==> config.mk <==
export PLATFORM = sky130hd
export DESIGN_NAME = priority_task_scheduler
export DESIGN_NICKNAME = d
export VERILOG_FILES = /design/src/sv/pts_pkg.sv /design/src/sv/pts_ram.sv /design/src/sv/priority_task_scheduler.sv
export SDC_FILE = /design/constraint.sdc
export NUM_CORES = 1
export LEC_CHECK = 0
export ABC_AREA = 1
export BUFFER_PORTS_ARGS = -buffer_cell sky130_fd_sc_hd__clkbuf_2
export CORE_UTILIZATION = 38
export CTS_CLUSTER_DIAMETER = 60
export DETAILED_ROUTE_END_ITERATION = 10
export PLACE_DENSITY = 0.63
export SLEW_MARGIN = 0
export SYNTH_ARGS = -nofsm -noshare
export SYNTH_HDL_FRONTEND = slang
export SYNTH_SLANG_ARGS = --single-unit
==> constraint.sdc <==
create_clock -name aclk -period 4.6 [get_ports aclk]
set_clock_uncertainty 0.15 [all_clocks]
set_input_delay 0.23 -clock aclk [delete_from_list [all_inputs] [get_ports aclk]]
set_output_delay 0.23 -clock aclk [all_outputs]
set_load 0.03 [all_outputs]
==> src/sv/pts_pkg.sv <==
// ----------------------------------------------------------------------------
// pts_pkg
// Types and codes shared by the priority task scheduler and its tests.
// ----------------------------------------------------------------------------
package pts_pkg;

    localparam logic [1:0] CMD_TICK  = 2'd0;
    localparam logic [1:0] CMD_ADD   = 2'd1;
    localparam logic [1:0] CMD_DELAY = 2'd2;
    localparam logic [1:0] CMD_SCHED = 2'd3;

    localparam logic [1:0] ST_OK      = 2'd0;
    localparam logic [1:0] ST_FULL    = 2'd1;
    localparam logic [1:0] ST_UNKNOWN = 2'd2;

    typedef struct packed {
        logic [1:0]  cmd;
        logic [4:0]  task_id;
        logic [31:0] delay_ticks;
        logic [1:0]  priority_req;
        logic        start_paused;
    } pts_in_t;

    typedef struct packed {
        logic [1:0] status;
        logic       granted;
        logic [4:0] result_task;
    } pts_out_t;

    typedef struct packed {
        logic [1:0]  level;
        logic        paused;
        logic [31:0] wake;
    } pts_entry_t;

endpackage

==> src/sv/pts_ram.sv <==
// ----------------------------------------------------------------------------
// pts_ram
// Generic simple dual-port RAM with one write port and a registered read port.
// ----------------------------------------------------------------------------
module pts_ram #(
    parameter int WIDTH = 35,
    parameter int DEPTH = 16
) (
    input  logic                     aclk,
    input  logic                     we,
    input  logic [$clog2(DEPTH)-1:0] waddr,
    input  logic [WIDTH-1:0]         wdata,
    input  logic [$clog2(DEPTH)-1:0] raddr,
    output logic [WIDTH-1:0]         rdata
);

    logic [WIDTH-1:0] mem [DEPTH];

    always_ff @(posedge aclk) begin
        if (we) begin
            mem[waddr] <= wdata;
        end
        rdata <= mem[raddr];
    end

endmodule

==> src/sv/priority_task_scheduler.sv <==
// ----------------------------------------------------------------------------
// priority_task_scheduler
// Fixed-priority cooperative scheduler with a task table held in one RAM.
// ----------------------------------------------------------------------------
// Commands arrive on the s_ channel as one transaction each, and every
// command returns exactly one result transaction on the m_ channel.
// The block works on one command at a time. A tick or an add goes from
// acceptance straight to the finish state, while a delay passes through a
// further state first, since it reads the task entry and writes it back.
// A schedule command sweeps the task table through the RAM, one entry per
// cycle, waking and checking each task in ring order from the search
// position; with an empty table it goes straight to the finish state.
// The result sits in an output register, so a new command is accepted while
// the previous result still waits; a stalled receiver holds the block only
// when the next result is ready to be delivered.
// Reset clears the task count, search position, tick counter and the output
// valid. Table entries are written by add before they are ever read.
// ----------------------------------------------------------------------------
module priority_task_scheduler
    import pts_pkg::*;
#(
    parameter int MAX_TASKS = 16
) (
    input  logic     aclk,
    input  logic     aresetn,
    input  logic     s_valid,
    output logic     s_ready,
    input  pts_in_t  s_data,
    output logic     m_valid,
    input  logic     m_ready,
    output pts_out_t m_data
);

    localparam int IDX_W = $clog2(MAX_TASKS);
    localparam int CNT_W = $clog2(MAX_TASKS + 1);
    localparam int CW    = (CNT_W > 5) ? CNT_W : 5;
    localparam int ENT_W = $bits(pts_entry_t);

    localparam logic [2:0] S_IDLE  = 3'd0;
    localparam logic [2:0] S_DELAY = 3'd1;
    localparam logic [2:0] S_SCAN  = 3'd2;
    localparam logic [2:0] S_FIN   = 3'd3;

    logic [2:0]       state_reg, state_next;
    logic [CNT_W-1:0] count_reg, count_next;
    logic [IDX_W-1:0] pos_reg, pos_next;
    logic [31:0]      tick_reg, tick_next;
    pts_in_t          req_reg, req_next;
    pts_out_t         res_reg, res_next;
    logic [IDX_W-1:0] slot_reg, slot_next;
    logic [CNT_W-1:0] left_reg, left_next;
    logic             found_reg, found_next;
    logic [1:0]       best_lvl_reg, best_lvl_next;
    logic [IDX_W-1:0] best_slot_reg, best_slot_next;
    logic             m_valid_reg, m_valid_next;
    pts_out_t         m_data_reg, m_data_next;

    logic             ram_we;
    logic [IDX_W-1:0] ram_waddr, ram_raddr;
    pts_entry_t       ram_wdata, ram_rdata;

    logic             accept;
    logic [CW-1:0]    tid_ext, cnt_ext;
    logic [IDX_W-1:0] tid_slot, ring_next;
    logic             woke_paused, take;
    logic [IDX_W-1:0] sel_slot;

    pts_ram #(.WIDTH(ENT_W), .DEPTH(MAX_TASKS)) u_table (
        .aclk  (aclk),
        .we    (ram_we),
        .waddr (ram_waddr),
        .wdata (ram_wdata),
        .raddr (ram_raddr),
        .rdata (ram_rdata)
    );

    assign s_ready = (state_reg == S_IDLE);
    assign accept  = s_valid && s_ready;
    assign m_valid = m_valid_reg;
    assign m_data  = m_data_reg;

    assign tid_ext   = CW'(s_data.task_id);
    assign cnt_ext   = CW'(count_reg);
    assign tid_slot  = IDX_W'(tid_ext - CW'(1));
    assign ring_next = (CNT_W'(slot_reg) == count_reg - CNT_W'(1)) ? '0 : slot_reg + IDX_W'(1);

    assign woke_paused = ram_rdata.paused && !(ram_rdata.wake <= tick_reg);
    assign take        = !woke_paused && (!found_reg || (ram_rdata.level < best_lvl_reg));
    assign sel_slot    = take ? slot_reg : best_slot_reg;

    always_comb begin
        state_next     = state_reg;
        count_next     = count_reg;
        pos_next       = pos_reg;
        tick_next      = tick_reg;
        req_next       = req_reg;
        res_next       = res_reg;
        slot_next      = slot_reg;
        left_next      = left_reg;
        found_next     = found_reg;
        best_lvl_next  = best_lvl_reg;
        best_slot_next = best_slot_reg;
        m_valid_next   = m_valid_reg;
        m_data_next    = m_data_reg;
        ram_we         = 1'b0;
        ram_waddr      = slot_reg;
        ram_wdata      = ram_rdata;
        ram_raddr      = pos_reg;

        if (m_valid_reg && m_ready) begin
            m_valid_next = 1'b0;
        end

        unique case (state_reg)
            S_IDLE: begin
                if (accept) begin
                    req_next  = s_data;
                    res_next  = '0;
                    state_next = S_FIN;
                    unique case (s_data.cmd)
                        CMD_TICK: begin
                            tick_next = tick_reg + 32'd1;
                        end
                        CMD_ADD: begin
                            if (count_reg == CNT_W'(MAX_TASKS)) begin
                                res_next.status = ST_FULL;
                            end else begin
                                ram_we           = 1'b1;
                                ram_waddr        = IDX_W'(count_reg);
                                ram_wdata.level  = s_data.priority_req;
                                ram_wdata.paused = s_data.start_paused;
                                ram_wdata.wake   = '0;
                                count_next       = count_reg + CNT_W'(1);
                                pos_next         = IDX_W'(count_reg);
                                res_next.result_task = 5'(cnt_ext + CW'(1));
                            end
                        end
                        CMD_DELAY: begin
                            if (tid_ext == '0 || tid_ext > cnt_ext) begin
                                res_next.status = ST_UNKNOWN;
                            end else begin
                                ram_raddr  = tid_slot;
                                slot_next  = tid_slot;
                                state_next = S_DELAY;
                            end
                        end
                        CMD_SCHED: begin
                            if (count_reg != '0) begin
                                ram_raddr  = pos_reg;
                                slot_next  = pos_reg;
                                left_next  = count_reg - CNT_W'(1);
                                found_next = 1'b0;
                                state_next = S_SCAN;
                            end
                        end
                    endcase
                end
            end
            S_DELAY: begin
                ram_we           = 1'b1;
                ram_waddr        = slot_reg;
                ram_wdata.level  = ram_rdata.level;
                ram_wdata.paused = 1'b1;
                ram_wdata.wake   = tick_reg + req_reg.delay_ticks;
                pos_next         = slot_reg;
                state_next       = S_FIN;
            end
            S_SCAN: begin
                ram_we           = 1'b1;
                ram_waddr        = slot_reg;
                ram_wdata.paused = woke_paused;
                if (take) begin
                    found_next     = 1'b1;
                    best_lvl_next  = ram_rdata.level;
                    best_slot_next = slot_reg;
                end
                if (left_reg != '0) begin
                    ram_raddr = ring_next;
                    slot_next = ring_next;
                    left_next = left_reg - CNT_W'(1);
                end else begin
                    if (found_reg || take) begin
                        pos_next             = sel_slot;
                        res_next.granted     = 1'b1;
                        res_next.result_task = 5'(CW'(sel_slot) + CW'(1));
                    end
                    state_next = S_FIN;
                end
            end
            S_FIN: begin
                if (!m_valid_reg || m_ready) begin
                    m_valid_next = 1'b1;
                    m_data_next  = res_reg;
                    state_next   = S_IDLE;
                end
            end
            default: begin
                state_next = S_IDLE;
            end
        endcase
    end

    always_ff @(posedge aclk) begin
        if (!aresetn) begin
            state_reg   <= S_IDLE;
            count_reg   <= '0;
            pos_reg     <= '0;
            tick_reg    <= '0;
            m_valid_reg <= 1'b0;
        end else begin
            state_reg   <= state_next;
            count_reg   <= count_next;
            pos_reg     <= pos_next;
            tick_reg    <= tick_next;
            m_valid_reg <= m_valid_next;
        end
    end

    always_ff @(posedge aclk) begin
        req_reg       <= req_next;
        res_reg       <= res_next;
        slot_reg      <= slot_next;
        left_reg      <= left_next;
        found_reg     <= found_next;
        best_lvl_reg  <= best_lvl_next;
        best_slot_reg <= best_slot_next;
        m_data_reg    <= m_data_next;
    end

`ifndef ASSERT_OFF
    a_count_bound: assert property (@(posedge aclk) disable iff (!aresetn)
        count_reg <= CNT_W'(MAX_TASKS))
        else $error("task count exceeds table depth");

    a_pos_in_table: assert property (@(posedge aclk) disable iff (!aresetn)
        count_reg != '0 |-> CNT_W'(pos_reg) < count_reg)
        else $error("search position outside populated table");

    a_one_in_flight: assert property (@(posedge aclk) disable iff (!aresetn)
        accept |=> !s_ready)
        else $error("command accepted while another is in progress");

    a_grant_ok: assert property (@(posedge aclk) disable iff (!aresetn)
        m_valid && m_data.granted |-> m_data.status == ST_OK)
        else $error("grant reported with error status");

    a_scan_writes: assert property (@(posedge aclk) disable iff (!aresetn)
        state_reg == S_SCAN |-> ram_we && ram_waddr != ram_raddr || left_reg == '0)
        else $error("scan read collides with write-back");
`endif

endmodule

==> results.cfg, run 1 <==
[synthesis]
ys_types = 51
syn-num-nets = 3521
ys_ff_latch = 703
synth_area_um2 = 33200
yosysWarningCount = 0
synth_cells = 3387
postSynthAreaPerCell_um2 = 9.80
ys_seq_area_frac = 0.612

[detailed_routing]
ant_nets = 0
wl_per_cell_um = 19.2
routed_wl_mm = 89.9
vias_per_cell = 5.18
via_count = 24200
drtIter0Drc = 2163
drc_errors = 0
first_pass_iters = 6

[critical_path]
worstPathArrival_ns = 4.01
cp_max_fo = 27
startpoint_type = register
worstSetupPathType = reg -> reg
required_ns = 4.73
reg2reg_from = cnt_ext[0]$_SDFFE_PN0P_
setup.worst_path.end_class = register
r2r_end = u_table.mem[3][17]$_DFFE_PP_
r2r_cells = 10
rrSetupSlack_ns = 0.72

[pwr]
powerDensity_nw_per_um2 = 820
power_mw = 31.0
power_leakage_nw = 15.5
vdd_drop_max_mv = 0.845

[grt]
grt_max_degree = 106
antenna_found_initial = 0
globalRouteTotalUtil = 0.200
grt_pass1_wl_mm = 138
grt-ovfl-total = 0
grt_pass1_vias = 23100

[timing]
drv_slew = 0
period_needed_ns = 3.88
finalHoldViolations = 0
whs_ns = 0.0380
setup_viol = 0
relSlewSlack = 0.132
fin_setup_tns_ns = 0
post-route-period-util = 0.843
max_freq_ghz = 0.258
max_slew.worst_pin.slew_ns = 1.29
rsz0062_at_grt = false

[clock_network]
htree_num_levels = 3
cts_buffers = 74
cts_buffer_depth = 3
postCtsSetupRepairBufs = 0
worstSkewPairLatency_ns = 0.61
path_clk_slew_ns = 0.06
cts-resized-gates = 0
cts_tree = done
cts-root-buf = clkbuf_16
cts_sinks = 703

[worst_hold_path]
hp-start = aresetn
holdPathEnd = tick_reg[12]$_SDFFE_PN0P_
hold_class = in -> reg
holdPathStages = 3

[floorplan]
fp.dieW_um = 298
die_h_um = 298
ioPinCount = 56
core_area_um2 = 86600
rows = 108
dieArea_um2 = 88500
start_util = 0.383

[layout]
regMostFlops = u_table.mem
layout-drive-gt1-share = 0.0800
regArea_um2 = 20300
multi_input_area_um2 = 10400
nets = 3598
antenna_cells = 0
final_cells = 4678
nFillCells = 8124
utilization = 0.437
largest_reg_flops = 560
largest_registers = u_table.mem x560, u_table.rdata x35
syn_to_final_growth_pct = 14.0

[place]
port_buffers = 55
gp_congestion = 0.908
place_inst = 4509
place_hpwl_mm = 54.3

[status]
status = complete, no violations

[run]
drv_cap = 0
report_power, final:
group	internal, mW	total, mW	switching (mW)	leakage [nW]
clock	3.39	5.90	2.51	1.17
combinational	4.33	15.4	11.0	8.02
sequential	9.29	9.76	0.476	6.32
total	17.0	31.0	14.0	15.5
stage by stage:
step / cell area (µm²) / setup WS (ns)
3_5_place_dp: 35100 / 0.821
3_3_place_gp: 35100 / 0.898
5_1_grt: 37900 / 0.500
4_1_cts: 37900 / 0.783
6_report: 37900 / 0.723
2_1_floorplan: 33200 / 0.493
worst max-delay path, stage by stage (launching register included):
cell and delay, ns:
dfxtp_1 0.48, inv_2 0.12, ha_1 0.28, nand3_2 0.12
nand2_1 0.11, nor2_2 0.29, inv_1 0.28, a21oi_1 0.42
nand3_1 0.42, nor2_4 0.53, buf_12 0.32
cells in the mapped netlist (all sizes together):
master | number | area share
clkbuf | 53 | 0.0060
clkinv | 2 | 0.00023
o31ai | 3 | 0.00068
a22o | 2 | 0.00053
a31oi | 8 | 0.0015
inv | 472 | 0.053
nor3b | 2 | 0.00060
o21a | 7 | 0.0016
o221ai | 7 | 0.0018
xor2 | 25 | 0.0066
a2bb2oi | 1 | 0.00026
o21ai | 104 | 0.016
and3 | 1 | 0.00019
o211ai | 1 | 0.00023
a32o | 2 | 0.00060
xnor2 | 5 | 0.0013
or2 | 2 | 0.00038
dfxtp | 79 | 0.048
nand4 | 15 | 0.0032
o2111ai | 2 | 0.00053
o21bai | 3 | 0.00068
a221oi | 2 | 0.00053
edfxtp | 624 | 0.56
nand2 | 787 | 0.090
a211oi | 1 | 0.00023
fa | 1 | 0.00060
a21oi | 106 | 0.016
o22ai | 2 | 0.00038
a21o | 1 | 0.00023
nor3 | 27 | 0.0042
nand3b | 35 | 0.0079
nand3 | 696 | 0.11
buf | 105 | 0.019
nor2 | 107 | 0.013
ha | 87 | 0.033
a21boi | 1 | 0.00023
nor4 | 9 | 0.0017
worst max path at each step:
stage	start	to	slack (ns)	cells after the start
2_1_floorplan	state_reg[0]$_SDFFE_PN0P_	u_table.mem[0][0]$_DFFE_PP_	0.49	10
3_3_place_gp	cnt_ext[1]$_SDFFE_PN0P_	u_table.mem[1][26]$_DFFE_PP_	0.90	10
3_5_place_dp	cnt_ext[0]$_SDFFE_PN0P_	u_table.mem[1][18]$_DFFE_PP_	0.82	10
4_1_cts	cnt_ext[0]$_SDFFE_PN0P_	u_table.mem[1][5]$_DFFE_PP_	0.78	10
5_1_grt	cnt_ext[0]$_SDFFE_PN0P_	u_table.mem[3][11]$_DFFE_PP_	0.50	10
6_report	cnt_ext[0]$_SDFFE_PN0P_	u_table.mem[3][17]$_DFFE_PP_	0.72	10
cell families after synthesis:
| group | Yosys count | share of synthesized area |
|---|---|---|
| xor+xnor | 30 | 0.00792 |
| simple gates | 1681 | 0.226 |
| compound gates | 253 | 0.0418 |
| flops | 703 | 0.612 |
| fa+ha+maj | 88 | 0.0334 |
| buf+inv | 632 | 0.0783 |
final cells by class:
| class | count | share of cell area |
|---|---|---|
| clock buffers | 95 | 0.0529 |
| multi-input cells | 2052 | 0.276 |
| inverters | 474 | 0.0471 |
| flip-flops and latches | 703 | 0.537 |
| repair buffers | 159 | 0.0387 |
| well taps | 1155 | 0.0382 |
| clock inverters | 40 | 0.0103 |
metal layers:
| metal | vias up | GRT usage | wire length (µm) |
|---|---|---|---|
| met5 | - | 0 | 0 |
| met4 | 0 | 0.0621 | 2030 |
| met3 | 136 | 0.0225 | 6040 |
| met2 | 849 | 0.330 | 42700 |
| met1 | 11600 | 0.276 | 39200 |
| li1 | 11600 | - | - |
layout by cell type, fill, tap and decap left out, drive strengths merged, types with 3 or more instances in the layout:
cell         Yosys  layout
ha              87      87
o221ai           7       7
nand2          787     787
xor2            25      25
nand3b          35      35
nand3          696     696
a31oi            8       8
clkinv           2      30
edfxtp         624     624
o21bai           3       3
clkbuf          53     150
nor2           107     107
inv            472     477
dfxtp           79      79
xnor2            5       5
nor3            27      27
nand4           15      15
o21ai          104     104
a21oi          106     106
buf            105      70
bufinv           0       5
dlygate4sd3      0      34
o31ai            3       3
o21a             7       7
nor4             9       9
repair_timing:
action	in CTS	in global routing
hold buffers	34	0
hold endpoints to repair	41	0
setup endpoints to repair	0	0
No activity file was read; power rests on OpenSTA's default activity.
==> run 2: changes to the inputs <==
- ABC_AREA: 1 -> 0
- PLACE_DENSITY: 0.63 -> 0.65
- clock period: 4.6 -> 3.4 ns (I/O delays scaled with it)
==> results.cfg, run 2 <==
[run]
drv_cap = 0

[layout]
final_common_cell = edfxtp_1
nets = 2564
final_cell_area_um2 = 38800
largest_registers = u_table.mem x560, u_table.rdata x35
regMostFlops = u_table.mem
layout-drive-gt1-share = 0.231
largest_reg_flops = 560
utilization = 0.479
syn_to_final_growth_pct = 24.3
antenna_cells = 0
final_cell_mix = edfxtp_1, mux2i_1, buf_4, nand2_1, clkbuf_16

[timing]
max_freq_ghz = 0.297
fin_setup_tns_ns = 0
finalHoldViolations = 0
post-route-period-util = 0.989
drv_slew = 0
rsz0062_at_grt = true
period_needed_ns = 3.36
relSlewSlack = 0.263
max_slew.worst_pin.slew_ns = 1.11
setup_viol = 0
whs_ns = 0.0321

[detailed_routing]
drtIter0Drc = 1207
via_count = 18700
wl_per_cell_um = 22.2
ant_nets = 0
first_pass_iters = 8
vias_per_cell = 5.27
routed_wl_mm = 79.0
drc_errors = 6

[grt]
antenna_found_initial = 3
grt_pass1_vias = 18800
globalRouteTotalUtil = 0.185
grt_max_degree = 73
grt-ovfl-total = 0
grt_pass1_wl_mm = 115

[critical_path]
critPathTopFamily = compound AO/OA/AOI/OAI gates
startpoint_type = register
crit_path_top_delay_cell = a311o_2
cpMostUsedCell = mux2i_1
r2r_end = u_table.rdata[21]$_DFF_P_
worstSetupPathType = reg -> reg
slowest_delay_ns = 0.52
r2r_cells = 13
worstPathArrival_ns = 3.70
required_ns = 3.74
setup.worst_path.end_class = register
endpoint = u_table.rdata[21]$_DFF_P_
cp_max_fo = 8
crit_path_start = cnt_ext[1]$_SDFFE_PN0P_
path_buf_inv = 3
reg2reg_from = cnt_ext[1]$_SDFFE_PN0P_
cp_num_cells = 13
rrSetupSlack_ns = 0.04
crit_path_cell_trace = inv_2 > ha_1 > nand4_1 > or2_4 > o221a_4 > o21a_1 > a311o_2 > buf_12 > buf_12 > mux2i_2 > mux2i_1 > mux2i_1 > mux2i_1

[status]
status = finished, violations left
violations = DRC

[clock_network]
cts_sinks = 703
htree_num_levels = 3
cts_buffer_depth = 3
worstSkewPairLatency_ns = 0.63
cts-root-buf = clkbuf_16
path_clk_slew_ns = 0.06
cts_buffers = 77
cts_tree = done

[synthesis]
syn-num-nets = 2216
synth_cells = 2082
postSynthAreaPerCell_um2 = 15.0
ys.flop_type = edfxtp_1
synth_top_cell_by_area = edfxtp_1
ys_types = 61
synth-edff-count = 624
synth_top_area_frac = 0.601
async_flop_share = 0
synth_area_um2 = 31200
ys_seq_area_frac = 0.651
synth_area_leaders = edfxtp_1, mux2i_1, dfxtp_1, ha_1, xnor2_1
synthTopCellsByCount = edfxtp_1, mux2i_1, nand2_1
ys_ff_latch = 703
synth.most_common_cell = edfxtp_1
yosysWarningCount = 0

[place]
port_buffers = 55
gp_congestion = 0.906
place_hpwl_mm = 46.5
placed_cell_area_um2 = 34500

[floorplan]
core_area_um2 = 80900
ioPinCount = 56
start_util = 0.385
fp.dieW_um = 289
dieArea_um2 = 83200
die_h_um = 289
rows = 104

[worst_hold_path]
holdPathStages = 3
hold_class = in -> reg

[pwr]
powerDensity_nw_per_um2 = 950
power_leakage_nw = 14.3
vdd_drop_max_mv = 0.567
run 2: area by class of cell:
| type | count | area [µm²] |
|---|---|---|
| clock buffers | 102 | 2140 |
| clock inverters | 41 | 519 |
| fillers | 6872 | 42200 |
| inverters | 64 | 245 |
| multi-input cells | 1230 | 10900 |
| flip-flops and latches | 703 | 20300 |
| well taps | 1060 | 1330 |
| repair buffers | 354 | 3280 |
run 2: worst min-delay path, cell delays in order:
cell      delay, ns
clkbuf_2       0.11
ha_1           0.19
and3_1         0.19
run 2: per-stage QoR:
| step | setup slack, ns | instances | power (mW) |
|---|---|---|---|
| 2_1_floorplan | 0.0333 | 2082 | 22.4 |
| 3_3_place_gp | -0.624 | 3335 | 26.3 |
| 3_5_place_dp | -0.771 | 3335 | 26.7 |
| 4_1_cts | -0.143 | 3530 | 36.0 |
| 5_1_grt | -0.117 | 3554 | 38.4 |
| 6_report | 0.0378 | 3554 | 36.8 |
run 2: kinds of logic (layout without fill, tap and decap cells):
logic type	count (synthesis)	in the layout	synth area share
AOI/OAI and AO/OA	221	221	0.0452
xor gates and xnor gates	73	73	0.0205
adders and majority gates	88	88	0.0355
buffers and inverters	149	561	0.0248
DFF	703	703	0.651
muxes	537	537	0.172
and+or+nand+nor	311	311	0.0501
run 2: per-layer routing:
metal	routed length, µm	GRT usage	share of wire
met1	34900	0.249	0.44
met2	38100	0.311	0.48
met3	3860	0.0225	0.049
met4	2160	0.0557	0.027
met5	8	0	0.00010
run 2: worst min-delay path by stage:
stage / to / start / slack, ns
global route: res_reg[6]$_DFFE_PP_ / s_data[40] / 0.04
finish: res_reg[6]$_DFFE_PP_ / s_data[40] / 0.03
detailed placement: req_reg[18]$_DFFE_PP_ / s_data[18] / 0.20
CTS: res_reg[7]$_DFFE_PP_ / s_data[41] / 0.001
floorplan: req_reg[10]$_DFFE_PP_ / s_data[10] / 0.12
global placement: req_reg[30]$_DFFE_PP_ / s_data[30] / 0.20
run 2: repair_timing:
item | 4_1_cts | 5_1_grt
resized for setup | 73 | 100
setup endpoints to repair | 277 | 307
hold endpoints to repair | 35 | 0
buffers inserted | 14 | 21
hold buffers | 35 | 0
gates cloned | 3 | 11
pin swaps | 34 | 51
run 2: report_power, final:
group          switching [mW]  leakage, nW  total [mW]  internal, mW
Sequential              0.617         6.31        13.0          12.4
Clock                    3.45         1.29        8.62          5.16
Combinational            8.57         6.74        15.2          6.59
